### src/rtl/core/tcw_pkg.sv
// Package for the text console writer: item types, codes, sizes and helpers.
`default_nettype none

package tcw_pkg;

  localparam int unsigned MAX_COLS        = 80;
  localparam int unsigned MAX_ROWS        = 25;
  localparam int unsigned CMD_QUEUE_DEPTH = 2;

  localparam logic [1:0] CMD_PUT_CHAR   = 2'd0;
  localparam logic [1:0] CMD_SET_CURSOR = 2'd1;
  localparam logic [1:0] CMD_CLEAR      = 2'd2;
  localparam logic [1:0] CMD_READ_CELL  = 2'd3;

  localparam logic [1:0] CFG_WIDTH     = 2'd0;
  localparam logic [1:0] CFG_HEIGHT    = 2'd1;
  localparam logic [1:0] CFG_ATTRIBUTE = 2'd2;

  localparam logic [6:0] RESET_WIDTH     = 7'd80;
  localparam logic [6:0] RESET_HEIGHT    = 7'd25;
  localparam logic [7:0] RESET_ATTRIBUTE = 8'd7;

  localparam logic [7:0] CHAR_CR    = 8'd13;
  localparam logic [7:0] CHAR_LF    = 8'd10;
  localparam logic [7:0] CHAR_SPACE = 8'd32;
  localparam logic [7:0] CHAR_LAST  = 8'd127;

  localparam int unsigned CELL_W = 16;

  typedef enum logic [2:0] {
    OP_NOP    = 3'd0,
    OP_CR     = 3'd1,
    OP_LF     = 3'd2,
    OP_PRINT  = 3'd3,
    OP_SETCUR = 3'd4,
    OP_CLEAR  = 3'd5,
    OP_READ   = 3'd6
  } op_e;

  typedef struct packed {
    logic [1:0] cmd;
    logic [7:0] char_code;
    logic [4:0] row_index;
    logic [6:0] col_index;
  } in_item_t;

  typedef struct packed {
    logic [4:0]        cursor_row;
    logic [6:0]        cursor_col;
    logic [CELL_W-1:0] cell_value;
    logic              did_scroll;
  } out_item_t;

  typedef struct packed {
    op_e        op;
    logic [7:0] char_code;
    logic [4:0] row_index;
    logic [6:0] col_index;
  } cmd_item_t;

  typedef struct packed {
    logic [6:0] width;
    logic [4:0] height;
    logic [7:0] attribute;
  } cfg_t;

  // limit a screen dimension to 1..maxv
  function automatic logic [6:0] clamp_dim(logic [6:0] v, int unsigned maxv);
    if (v == 7'd0) return 7'd1;
    if (32'(v) > maxv) return 7'(maxv);
    return v;
  endfunction

endpackage

`default_nettype wire

### src/rtl/core/tcw_front.sv
// Front end: takes command items, classifies them and queues them for the back end.
`default_nettype none

module tcw_front (
  input  wire logic                clk_i,
  input  wire logic                rst_ni,
  input  wire tcw_pkg::in_item_t   item_i,
  input  wire logic                push,
  output logic                     full,
  input  wire logic                init_busy_i,
  output logic                     cmd_valid_o,
  output tcw_pkg::cmd_item_t       cmd_o,
  input  wire logic                cmd_ready_i
);
  import tcw_pkg::*;

  localparam int unsigned Depth = CMD_QUEUE_DEPTH;
  localparam int unsigned PtrW  = (Depth > 1) ? $clog2(Depth) : 1;
  localparam int unsigned CntW  = $clog2(Depth + 1);

  cmd_item_t       slot_q [Depth];
  logic [PtrW-1:0] wr_ptr_q, wr_ptr_d, rd_ptr_q, rd_ptr_d;
  logic [CntW-1:0] count_q, count_d;
  cmd_item_t       classified;
  logic            do_push, do_pop;

  always_comb begin
    classified.char_code = item_i.char_code;
    classified.row_index = item_i.row_index;
    classified.col_index = item_i.col_index;
    case (item_i.cmd)
      CMD_PUT_CHAR: begin
        if (item_i.char_code == CHAR_CR) begin
          classified.op = OP_CR;
        end else if (item_i.char_code == CHAR_LF) begin
          classified.op = OP_LF;
        end else if (item_i.char_code inside {[CHAR_SPACE:CHAR_LAST]}) begin
          classified.op = OP_PRINT;
        end else begin
          classified.op = OP_NOP;
        end
      end
      CMD_SET_CURSOR: classified.op = OP_SETCUR;
      CMD_CLEAR:      classified.op = OP_CLEAR;
      default:        classified.op = OP_READ;
    endcase
  end

  assign full        = init_busy_i || (count_q == CntW'(Depth));
  assign do_push     = push && !full;
  assign cmd_valid_o = (count_q != '0);
  assign do_pop      = cmd_valid_o && cmd_ready_i;
  assign cmd_o       = slot_q[rd_ptr_q];

  always_comb begin
    wr_ptr_d = wr_ptr_q;
    rd_ptr_d = rd_ptr_q;
    count_d  = count_q;
    if (do_push) begin
      wr_ptr_d = (wr_ptr_q == PtrW'(Depth - 1)) ? '0 : wr_ptr_q + PtrW'(1);
    end
    if (do_pop) begin
      rd_ptr_d = (rd_ptr_q == PtrW'(Depth - 1)) ? '0 : rd_ptr_q + PtrW'(1);
    end
    if (do_push && !do_pop) begin
      count_d = count_q + CntW'(1);
    end else if (do_pop && !do_push) begin
      count_d = count_q - CntW'(1);
    end
  end

  always_ff @(posedge clk_i or negedge rst_ni) begin
    if (!rst_ni) begin
      wr_ptr_q <= '0;
      rd_ptr_q <= '0;
      count_q  <= '0;
    end else begin
      wr_ptr_q <= wr_ptr_d;
      rd_ptr_q <= rd_ptr_d;
      count_q  <= count_d;
    end
  end

  always_ff @(posedge clk_i) begin
    if (do_push) begin
      slot_q[wr_ptr_q] <= classified;
    end
  end

endmodule

`default_nettype wire

### config.mk
export PLATFORM = sky130hd
export DESIGN_NAME = tcw_front
export DESIGN_NICKNAME = d
export VERILOG_FILES = /design/src/rtl/core/tcw_pkg.sv /design/src/rtl/core/tcw_front.sv
export SDC_FILE = /design/constraint.sdc
export NUM_CORES = 1
export LEC_CHECK = 0
export ABC_AREA = 1
export BUFFER_PORTS_ARGS = -buffer_cell sky130_fd_sc_hd__buf_2
export CORE_AREA = 4 4 53 102
export CTS_CLUSTER_DIAMETER = 40
export DETAILED_ROUTE_END_ITERATION = 16
export DIE_AREA = 0 0 57 106
export PLACE_DENSITY = 0.76
export SYNTH_ARGS = -nofsm -noshare
export SYNTH_HDL_FRONTEND = slang
export SYNTH_SLANG_ARGS = --single-unit
### constraint.sdc
create_clock -name clk_i -period 3.05 [get_ports clk_i]
set_clock_uncertainty 0.05 [all_clocks]
set_input_delay 0.305 -clock clk_i [delete_from_list [all_inputs] [get_ports clk_i]]
set_output_delay 0.305 -clock clk_i [all_outputs]
set_load 0.005 [all_outputs]
---- Yosys cells after proc, flatten, opt, wreduce, memory -nomap -nowiden ----
Memories as Yosys holds them, arrays and structs flattened.
Cells that the tools add are included.
word-level totals
  bits in registers ....................... 4
  output and inout port bits .............. 25
  memories ................................ 1
  bits in writable memories ............... 46
operators by class
  equal/unequal tests ..................... 5
  magnitude comparators ................... 2
  multiplexer cells ....................... 10
  reductions and logical operators ........ 12
  $add $sub $neg .......................... 4
memory list
  name    words  width  rd ports  clocked after Yosys merged registers in  write ports  RTL line         source
  slot_q  2      23     1         0                                        1            tcw_front.sv:21  cmd_item_t slot_q [Depth];
operators with widths
  operator                                                        count
  equality test 8 x 4 -> 1 bit, second input constant             2
  one-hot mux 3 bit (3 select lines)                              1
  >= comparator 8 x 6 -> 1 bit, second input constant             1
  less-or-equal comparator 8 x 7 -> 1 bit, second input constant  1
  2-to-1 mux 2 bit                                                4
  logical AND 1 bit                                               5
  equality test 2 bit, second input constant                      2
  2-to-1 mux 1 bit                                                4
  nonzero test 2 bit                                              2
  logical NOT 1 bit                                               3
  2-to-1 mux 3 bit                                                1
  adder 1 bit, second input constant                              2
  adder 2 x 1 -> 2 bit, second input constant                     1
  equality test 2 x 1 -> 1 bit, second input constant             1
  logical NOT 2 bit                                               1
  subtractor 2 x 1 -> 2 bit, second input constant                1
  logical OR 1 bit                                                1

---- Longest topological paths before layout ----
Gate-level depths: netlist (run 1).
  depth after elaboration ................. 8
  gate-level depth with buffers ........... 9
  depth with buffers taken out ............ 9

---- Worst setup path after synthesis (run 1) ----
OpenSTA, ideal clock, no wires.
  kind .................................... register to register
  start ................................... register count_q[0]
  end ..................................... memory slot_q[0][0] (netlist bit), enable pin
  period minus slack after synthesis ...... 2069 ps
  required time ........................... 2597 ps
  path buffers ............................ 0
  setup slack ............................. 981 ps
  stages on the path, launching flop included .. 5
  arrival ................................. 1616 ps
  cells stage by stage .................... dfrtp_1 -> inv_1 -> nand2_1 -> nand3_1 -> nor2_1
on the way
  word-level cells in the longest chain between the ends .. 6
RTL lines
  element                                 RTL line         source
  start: declaration                      tcw_front.sv:23  logic [CntW-1:0] count_q, count_d;
  start signal: assignment                tcw_front.sv:80  count_q <= count_d;
  equality test 2 bit                     tcw_front.sv:49  assign full = init_busy_i || (count_q == CntW'(Depth));
  logical OR 1 bit                        tcw_front.sv:49
  logical NOT 1 bit                       tcw_front.sv:50  assign do_push = push && !full;
  logical AND 1 bit                       tcw_front.sv:50
  2-to-1 mux 1 bit                        tcw_front.sv:85  if (do_push) begin
  2-to-1 mux 1 bit (not written as such)  tcw_front.sv:86  slot_q[wr_ptr_q] <= classified;
  end: declaration                        tcw_front.sv:21
Every way passes these cells.

==> flow_metrics.tcl, run 1 <==
set metrics [dict create \
    status "finished, final reports clean" \
    ir_drop_mv 0.579 \
    ys_types 12 \
    setup.worst_path.start_class "flop" \
    grt_pass1_wl_microns 5820 \
    cts.sinks 50 \
    die_h_microns 106 \
    gp_congestion 0.790 \
    synth_warnings 0 \
    cts_made_buffers 5 \
    dr_total_vias 1310 \
    ant_nets 0 \
    post-route-min-period_ps 1650 \
    drt_iter0_drc 29 \
    leakagePower_nw 1.13 \
    firstDrtPassIters 4 \
    clkTransAtPathRegs_ps 80 \
    clock.fmax_ghz 0.605 \
    die_area_sq_mm 0.00604 \
    synth_area_sq_mm 0.00201 \
    grt_pass1_vias 1316 \
    cp.required_ps 2690 \
    grt_max_degree 25 \
    totalWireLength_microns 3490 \
    dpl.hpwl_microns 2540 \
    hold_start "item_i[6]" \
    holdCritPathClass "in -> reg" \
    p_per_area_mw_per_mm2 780 \
    pin_count 52 \
    cap_violations 0 \
    cp_max_fo 24 \
    fillerInstances 432 \
    startpoint "rd_ptr_q$_DFFE_PN0P_" \
    fin_setup_tns_ps 0 \
    synth_seq_area_share_pct 73.6 \
    min_period_over_period_pct 54.2 \
    ys_seq_elements 50 \
    rr_startpoint "count_q[0]$_DFFE_PN0P_" \
    chipWidth_microns 57 \
    setup_viol 0 \
    avgSynthCellArea_sq_um 11.4 \
    drt-vias-per-instance 4.50 \
    root_buffer "clkbuf_8" \
    max_slew_margin_pct 73.6 \
    rows 35 \
    antenna_cells 0 \
    fin_nets 265 \
    grt_usage_pct 12.6 \
    h-tree-depth 2 \
    end_kind "output port" \
    worstPathArrival_ps 1300 \
    grt_overflow 0 \
    cts_resized 0 \
    area_growth_pct 22.4 \
    antenna_found_initial 0 \
    portBuffers 51 \
    drc 0 \
    final_util_pct 53.1 \
    coreArea_sq_mm 0.00464 \
    worst_pin_slew_ps 396 \
    rsz0062_at_grt "no" \
    clockBufferDepth 2 \
    syn-num-nets 207 \
    drive_above_1_share_pct 27.1 \
    place_inst 282 \
    clk_latency_ps 290 \
    detail_route.wl_per_cell_microns 12.0 \
    cts_tree "done" \
    start_util_pct 43.4 \
    syn_inst 177 \
    report.final.slew_viol_count 0 \
    crit_type "reg -> out" \
    final_cell_count_no_fill 291 \
    hold_viol_final 0 \
]
## cells by family after synthesis
group	Yosys count	share of synthesized area, %
AOI/OAI and AO/OA	1	0.248
buffers and inverters	20	3.98
and+or+nand+nor	99	18.6
xor gates and xnor gates	4	1.74
DFF	50	73.6
adders and majority gates	3	1.86
## through the flow
stage	setup WS, ps	hold WS (ps)	area (sq um)	total power [W]
after floorplan	981	-40.6	2010	0.00126
after global placement	1470	65.6	2340	0.00150
after detailed placement	1420	67.6	2340	0.00151
after CTS	1360	144	2460	0.00195
after global routing	1260	135	2460	0.00206
final	1400	153	2460	0.00192
## flip-flops by register name, indices dropped and copies added (netlist names)
signal / count
count_q: 2
rd_ptr_q: 1
slot_q: 46
wr_ptr_q: 1
## synthesized netlist by cell type
cell	instances	area, sq um
inv_2	1	3.75
edfxtp_1	46	1380
inv_1	15	56.3
nand2_1	88	330
xor2_1	3	26.3
nand3_1	2	10.0
xnor2_1	1	8.76
o21ai_0	1	5.00
ha_1	3	37.5
dfrtp_1	4	100
buf_2	4	20.0
nor2_1	9	33.8
## final cells by class
cell class | instances | area (sq um) | area share (%)
Sequential cell | 50 | 1480 | 60.1
Multi-Input combinational cell | 107 | 457 | 18.5
Timing Repair Buffer | 55 | 288 | 11.7
Clock buffer | 6 | 72.6 | 2.94
Tap cell | 55 | 68.8 | 2.79
Inverter | 16 | 60.1 | 2.44
Clock inverter | 2 | 37.5 | 1.52
## per-layer routing
layer | global-route usage (%) | wire length, microns
met1 | 12.4 | 1220
met2 | 22.5 | 2000
met3 | 2.92 | 149
met4 | 7.96 | 128
met5 | 0 | 0
## repair_timing
item	CTS	global route
hold buffers	1	0
setup buffers	0	0
endpoints found under the hold margin	4	0
## final timing paths
kind / depth (start not counted) / slack (ps) / end
worst min register to register: 1 / 440 / count_q[0]$_DFFE_PN0P_
worst max register to register: 8 / 1420 / count_q[1]$_DFFE_PN0P_
max in group asynchronous: 2 / 2530 / count_q[1]$_DFFE_PN0P_
min in group asynchronous: 2 / 290 / wr_ptr_q$_DFFE_PN0P_
worst max-delay path: 4 / 1400 / cmd_o[3]
worst min-delay path: 1 / 150 / slot_q[0][6]$_DFFE_PP_
## cells in the final DEF, fill, tap and decap left out, drive strengths merged, types with 2 or more instances in the layout
| cell type | instances |
|---|---|
| nor2 | 9 |
| edfxtp | 46 |
| nand3 | 2 |
| inv | 16 |
| nand2 | 88 |
| ha | 3 |
| buf | 54 |
| xor2 | 3 |
| clkbuf | 6 |
| dfrtp | 4 |
## worst max-delay path, stage by stage, from the launching register on
cell	delay, ps
dfrtp_1	400
inv_2	310
nand2_1	120
nand2_1	70
buf_2	100
## where the power goes
part           switching, W  leakage [nW]  internal (W)
Combinational      0.000358         0.614      0.000226
Sequential        0.0000327         0.466      0.000864
Clock              0.000196        0.0514      0.000244
(Power assumes the default switching activity.)
==> run 2, diff against run 1 <==
--- a/config.mk
+++ b/config.mk
@@ -5,12 +5,12 @@
 export SDC_FILE = /design/constraint.sdc
 export NUM_CORES = 1
 export LEC_CHECK = 0
-export ABC_AREA = 1
+export ABC_AREA = 0
 export BUFFER_PORTS_ARGS = -buffer_cell sky130_fd_sc_hd__buf_2
-export CORE_AREA = 4 4 53 102
+export CORE_AREA = 4 4 54 104
 export CTS_CLUSTER_DIAMETER = 40
 export DETAILED_ROUTE_END_ITERATION = 16
-export DIE_AREA = 0 0 57 106
+export DIE_AREA = 0 0 58 108
 export PLACE_DENSITY = 0.76
 export SYNTH_ARGS = -nofsm -noshare
 export SYNTH_HDL_FRONTEND = slang
==> constraint.sdc (replaced) <==
create_clock -name clk_i -period 1.6 [get_ports clk_i]
set_clock_uncertainty 0.05 [all_clocks]
set_input_delay 0.16 -clock clk_i [delete_from_list [all_inputs] [get_ports clk_i]]
set_output_delay 0.16 -clock clk_i [all_outputs]
set_load 0.005 [all_outputs]
==> run 2 against run 1 <==
Net effect:
- the flow now finishes with violations (negative setup slack)
- synthesized cell count decreased by 38%
- area after synthesis increased by 3.5%
- critical path depth decreased by 1
- count of clock-buffer cells in the layout unchanged
- sequential share of layout area decreased by 8.2 points
- wire length increased by 14%
- core utilization increased by 5.6 points
- register-to-register slack got worse by 1300 ps
- first-iteration DRC count decreased by 6.9%
- die area increased by 3.7%
- clock power increased by 55%
==> flow_metrics.tcl, run 2 <==
set metrics [dict create \
    crit_chain "buf_16, mux2_4, buf_6" \
    p_int_w 0.00310 \
    drt_iter0_drc 27 \
    seq_power_share_pct 41.8 \
    cap_violations 0 \
    holdCritPathClass "in -> reg" \
    status "complete, but fails checks" \
    portBuffers 51 \
    min_period_over_period_pct 100 \
    grt_max_degree 24 \
    power_switching_share_pct 26.6 \
    synth-edff-count 46 \
    cts.sinks 50 \
    crit_type "reg -> out" \
    clockBufferDepth 2 \
    pin_count 52 \
    largestRegisters "slot_q x46, count_q x2" \
    synth.largest_area_cell "edfxtp_1" \
    cp.required_ps 1390 \
    p_per_area_mw_per_mm2 1470 \
    ys_seq_elements 50 \
    ir_drop_mv 1.26 \
    coreArea_sq_mm 0.00486 \
    ys_top_cells_by_area "edfxtp_1 (66%), mux2_4 (14%), dfrtp_1 (4.8%)" \
    ant_nets 0 \
    hold_viol_final 0 \
    leakagePower_nw 1.17 \
    die_area_sq_mm 0.00626 \
    start_util_pct 42.8 \
    worst_pin_slew_ps 304 \
    rows 36 \
    synth-main-ff-cell "edfxtp_1" \
    end_kind "output port" \
    die_h_microns 108 \
    cts_tree "done" \
    ys_types 25 \
    clock_power_share_pct 16.2 \
    final_util_pct 58.7 \
    grt_pass1_vias 1274 \
    cts_made_buffers 5 \
    final_cell_mix "edfxtp_1 (46), buf_2 (29), mux2_4 (23), buf_6 (23), dlygate4sd3_1 (10)" \
    root_buffer "clkbuf_8" \
    fillerInstances 388 \
    grt_usage_pct 13.0 \
    chipWidth_microns 58 \
    clk_latency_ps 290 \
    syn-num-nets 139 \
    syn_inst 109 \
    synth_area_sq_mm 0.00208 \
    clock.fmax_ghz 0.623 \
    critPathTopFamily "flip-flops" \
    avgSynthCellArea_sq_um 19.1 \
    setup_viol 8 \
    max_stage_delay_ps 490 \
    crit_slowest_cell "dfrtp_2" \
    fin_nets 213 \
    cp_num_buf_inv 2 \
    netlist.area_leader.share_pct 66.3 \
    p_switching_w 0.00112 \
    post-route-min-period_ps 1610 \
    report.final.slew_viol_count 0 \
    area_growth_pct 37.2 \
    pwr-share-comb_pct 42.0 \
    synthArstFlopShare_pct 8.00 \
    fin_ws_ps -5.03 \
    drt-vias-per-instance 4.97 \
    synthTopCellsByCount "edfxtp_1 (46), mux2_4 (19), inv_1 (7)" \
    synth_seq_area_share_pct 71.1 \
    grt_overflow 0 \
    synth_warnings 0 \
    dpl.hpwl_microns 2780 \
    h-tree-depth 2 \
    top_register "slot_q" \
    fin_setup_tns_ps -19.0 \
    grt_pass1_wl_microns 5950 \
    largest_reg_flops 46 \
    detail_route.wl_per_cell_microns 16.5 \
    cp_max_fo 11 \
    gp_congestion 0.708 \
    firstDrtPassIters 4 \
    rsz0062_at_grt "yes" \
    final_common_cell "edfxtp_1" \
    max_slew_margin_pct 79.7 \
    antenna_found_initial 0 \
    synth_most_common_cell "edfxtp_1" \
    clkTransAtPathRegs_ps 90 \
    totalWireLength_microns 3980 \
    worstPathArrival_ps 1400 \
    drc 0 \
    drive_above_1_share_pct 53.3 \
    violations "negative setup slack" \
    setup.worst_path.start_class "flop" \
    dr_total_vias 1197 \
    antenna_cells 0 \
]
==> run 2: path summary, 6_finish.rpt <==
check	startpoint	depth (start not counted)	slack [ps]	endpoint
max	rd_ptr_q$_DFFE_PN0P_	3	-5	cmd_o[2]
min	item_i[0]	1	20	slot_q[0][0]$_DFFE_PP_
max reg2reg	count_q[1]$_DFFE_PN0P_	6	90	slot_q[0][14]$_DFFE_PP_
min reg2reg	count_q[1]$_DFFE_PN0P_	2	530	count_q[1]$_DFFE_PN0P_
max in group asynchronous	rst_ni	2	1220	rd_ptr_q$_DFFE_PN0P_
min in group asynchronous	rst_ni	2	150	count_q[1]$_DFFE_PN0P_
==> run 2: power groups by stage <==
stage / clock (W) / combinational, W / sequential (W)
2_1_floorplan: 0 / 0.000930 / 0.00174
3_3_place_gp: 0 / 0.00121 / 0.00176
3_5_place_dp: 0 / 0.00127 / 0.00178
4_1_cts: 0.000705 / 0.00138 / 0.00177
5_1_grt: 0.000770 / 0.00190 / 0.00179
6_report: 0.000683 / 0.00177 / 0.00176
==> run 2: cell type report <==
| type | instances | area, sq um | area share [%] |
|---|---|---|---|
| Sequential cell | 50 | 1480 | 51.9 |
| Timing Repair Buffer | 70 | 639 | 22.4 |
| Multi-Input combinational cell | 49 | 551 | 19.3 |
| Clock buffer | 6 | 72.6 | 2.54 |
| Tap cell | 57 | 71.3 | 2.50 |
| Inverter | 7 | 26.3 | 0.919 |
| Clock inverter | 2 | 13.8 | 0.482 |
==> run 2: stage by stage <==
step / power, W / cell area (sq um) / std cells / hold WS (ps) / setup slack (ps)
final: 0.00422 / 2860 / 241 / 15.9 / -5.03
after global routing: 0.00445 / 2860 / 241 / -0.988 / -70.6
after CTS: 0.00386 / 2630 / 235 / 0.896 / -20.2
after detailed placement: 0.00305 / 2430 / 218 / -83.7 / 89.3
after global placement: 0.00296 / 2430 / 218 / -88.0 / 209
after floorplan: 0.00267 / 2090 / 109 / -186 / 52.9
==> run 2: routing by layer <==
| metal | wire [microns] | GRT usage (%) | vias to the layer above |
|---|---|---|---|
| li1 | - | - | 555 |
| met1 | 1280 | 11.5 | 593 |
| met2 | 2420 | 24.6 | 39 |
| met3 | 185 | 3.46 | 10 |
| met4 | 94 | 7.79 | 0 |
| met5 | 0 | 0 | - |
==> run 2: worst register-to-register path, delay by kind of cell (launching register included) <==
| kind | cells | cell delay, ps |
|---|---|---|
| AOI/OAI and AO/OA | 1 | 120 |
| DFF | 1 | 400 |
| and+or+nand+nor | 1 | 100 |
| buffers and inverters | 4 | 530 |
==> run 2: cells by family (layout without fill, tap and decap cells) <==
group,Yosys count,after routing,synth area share [%]
adders and majority gates,3,3,1.80
xor gates and xnor gates,5,5,2.10
AOI/OAI and AO/OA,5,5,1.80
buffers and inverters,10,85,3.72
DFF,50,50,71.1
and+or+nand+nor,13,13,3.60
muxes,23,23,15.9
==> run 2: timing repair <==
action,CTS,global route
hold buffers,7,3
gates cloned,1,1
resized for setup,2,30
endpoints found under the setup margin,20,24
setup buffers,1,2
pin swaps,0,3
endpoints found under the hold margin,16,6
==> run 3, diff against run 2 <==
--- a/config.mk
+++ b/config.mk
@@ -12,6 +12,7 @@
 export DETAILED_ROUTE_END_ITERATION = 16
 export DIE_AREA = 0 0 58 108
 export PLACE_DENSITY = 0.76
+export SETUP_SLACK_MARGIN = 0.2
 export SYNTH_ARGS = -nofsm -noshare
 export SYNTH_HDL_FRONTEND = slang
 export SYNTH_SLANG_ARGS = --single-unit
==> run 3 against run 2 <==
Net effect:
- wire length increased by 18%
- critical path depth unchanged
- count of clock-buffer cells in the layout increased by 1
- worst setup slack got worse by 14 ps
- global-route usage increased by 2.1 points
- sequential power about the same
- worst hold slack improved by 6.7 ps
- sequential share of layout area decreased by 4.2 points
- final area increased by 8.7%
- core utilization increased by 5.1 points
- critical endpoint is now cmd_o[1]
- largest power group unchanged
- the flow still finishes with violations (negative setup slack)
==> flow_metrics.tcl, run 3 (synthesis gave the netlist of run 2 again) <==
set metrics [dict create \
    clkTransAtPathRegs_ps 80 \
    cp_max_fo 11 \
    largestRegisters "slot_q x46, count_q x2" \
    hold_viol_final 0 \
    clockBufferDepth 2 \
    dr_total_vias 1249 \
    fillerInstances 363 \
    drc 0 \
    grt_pass1_wl_microns 6840 \
    coreArea_sq_mm 0.00486 \
    grt_pass1_vias 1393 \
    drt_iter0_drc 34 \
    die_area_sq_mm 0.00626 \
    gp_congestion 0.676 \
    clock_power_share_pct 16.0 \
    timing.rr.end "slot_q[0][21]$_DFFE_PP_" \
    cts_made_buffers 5 \
    h-tree-depth 2 \
    antenna_cells 0 \
    root_buffer "clkbuf_8" \
    cts_tree "done" \
    place_inst 218 \
    grt_max_degree 24 \
    r2r_setup_slack_ps 90 \
    holdCritPathClass "in -> reg" \
    rsz0062_at_grt "yes" \
    setup.worst_path.start_class "flop" \
    cts.sinks 50 \
    cp.required_ps 1390 \
    clk_latency_ps 300 \
    grt_usage_pct 15.1 \
    grt_overflow 0 \
    violations "negative setup slack" \
    final-seq-area_sq_mm 0.00148 \
    final_common_cell "edfxtp_1" \
    rows 36 \
    start_util_pct 42.8 \
    chipWidth_microns 58 \
    max_slew_margin_pct 81.7 \
    report.final.slew_viol_count 0 \
    p_per_area_mw_per_mm2 1480 \
    ir_drop_mv 1.11 \
    final_cell_count_no_fill 254 \
    p_switching_w 0.00124 \
    pin_count 52 \
    p_int_w 0.00335 \
    setup_viol 1 \
    place_ws_ps 103 \
    fin_ws_ps -19.2 \
    totalWireLength_microns 4720 \
    worst_pin_slew_ps 273 \
    final_cell_mix "edfxtp_1 (46), buf_2 (28), buf_6 (27), mux2_4 (23), dlygate4sd3_1 (12)" \
    cap_violations 0 \
    seq_power_share_pct 38.6 \
    final_util_pct 63.9 \
    firstDrtPassIters 4 \
    detail_route.wl_per_cell_microns 18.6 \
    endpoint "cmd_o[1]" \
    portBuffers 51 \
    post-route-min-period_ps 1620 \
    status "complete, but fails checks" \
    multi_input_area_sq_um 587 \
    end_kind "output port" \
    power_switching_share_pct 26.9 \
    reg2regPathDepth 6 \
    clock.fmax_ghz 0.618 \
    largest_reg_flops 46 \
    startpoint "rd_ptr_q$_DFFE_PN0P_" \
    crit_type "reg -> out" \
    die_h_microns 108 \
    drt-vias-per-instance 4.92 \
    worstPathArrival_ps 1410 \
    pwr-share-comb_pct 45.4 \
    fin_nets 226 \
    top_register "slot_q" \
    dpl.hpwl_microns 2820 \
    drive_above_1_share_pct 56.9 \
    ant_nets 0 \
    fin_hold_ws_ps 22.6 \
    rr_startpoint "count_q[1]$_DFFE_PN0P_" \
    min_period_over_period_pct 101 \
    area_growth_pct 49.1 \
    leakagePower_nw 1.28 \
    antenna_found_initial 0 \
]
run 3: worst min path at each step:
stage | depth (start not counted) | from | endpoint
final | 1 | item_i[8] | slot_q[1][8]$_DFFE_PP_
after floorplan | 0 | rst_ni | count_q[0]$_DFFE_PN0P_
after global placement | 1 | rst_ni | count_q[0]$_DFFE_PN0P_
after detailed placement | 1 | rst_ni | count_q[0]$_DFFE_PN0P_
after global routing | 1 | item_i[8] | slot_q[1][8]$_DFFE_PP_
after CTS | 1 | item_i[11] | slot_q[0][11]$_DFFE_PP_
run 3: repair_timing:
| item | 4_1_cts | 5_1_grt |
|---|---|---|
| cloned | 3 | 4 |
| gates resized for setup | 38 | 4 |
| setup endpoints to repair | 48 | 72 |
| hold buffers | 10 | 2 |
| hold endpoints to repair | 22 | 4 |
| pin swaps | 7 | 3 |
| setup buffers | 7 | 2 |
run 3: area by class of cell:
class,instances,share of cell area [%]
flip-flops and latches,50,47.8
repair buffers,83,27.3
multi-input cells,49,18.9
clock buffers,7,2.78
well taps,57,2.30
inverters,7,0.846
clock inverters,1,0.161
run 3: metal layers:
layer | GRT usage [%] | wire, microns | share of wire [%]
met3 | 3.82 | 210 | 4.4
met2 | 29.7 | 2960 | 63
met1 | 13.7 | 1420 | 30
met4 | 6.30 | 136 | 2.9
met5 | 0 | 0 | 0
run 3: metrics by stage:
step	instance area, sq um	setup TNS [ps]	total power, W
after floorplan	2090	0	0.00267
after global placement	2440	0	0.00297
after detailed placement	2440	0	0.00305
after CTS	2940	-5.09	0.00441
after global routing	3110	-680	0.00480
final	3110	-19.2	0.00459
run 3: power groups by stage:
stage,combinational [W],clock [W],sequential (W)
floorplan,0.000932,0,0.00174
CTS,0.00189,0.000745,0.00177
detailed placement,0.00127,0,0.00178
global route,0.00220,0.000809,0.00179
finish,0.00208,0.000732,0.00177
global placement,0.00121,0,0.00176
run 3: critical path, stage by stage (launching register included):
cell and delay, ps:
dfrtp_2 470, buf_16 180, mux2_4 320, buf_6 130
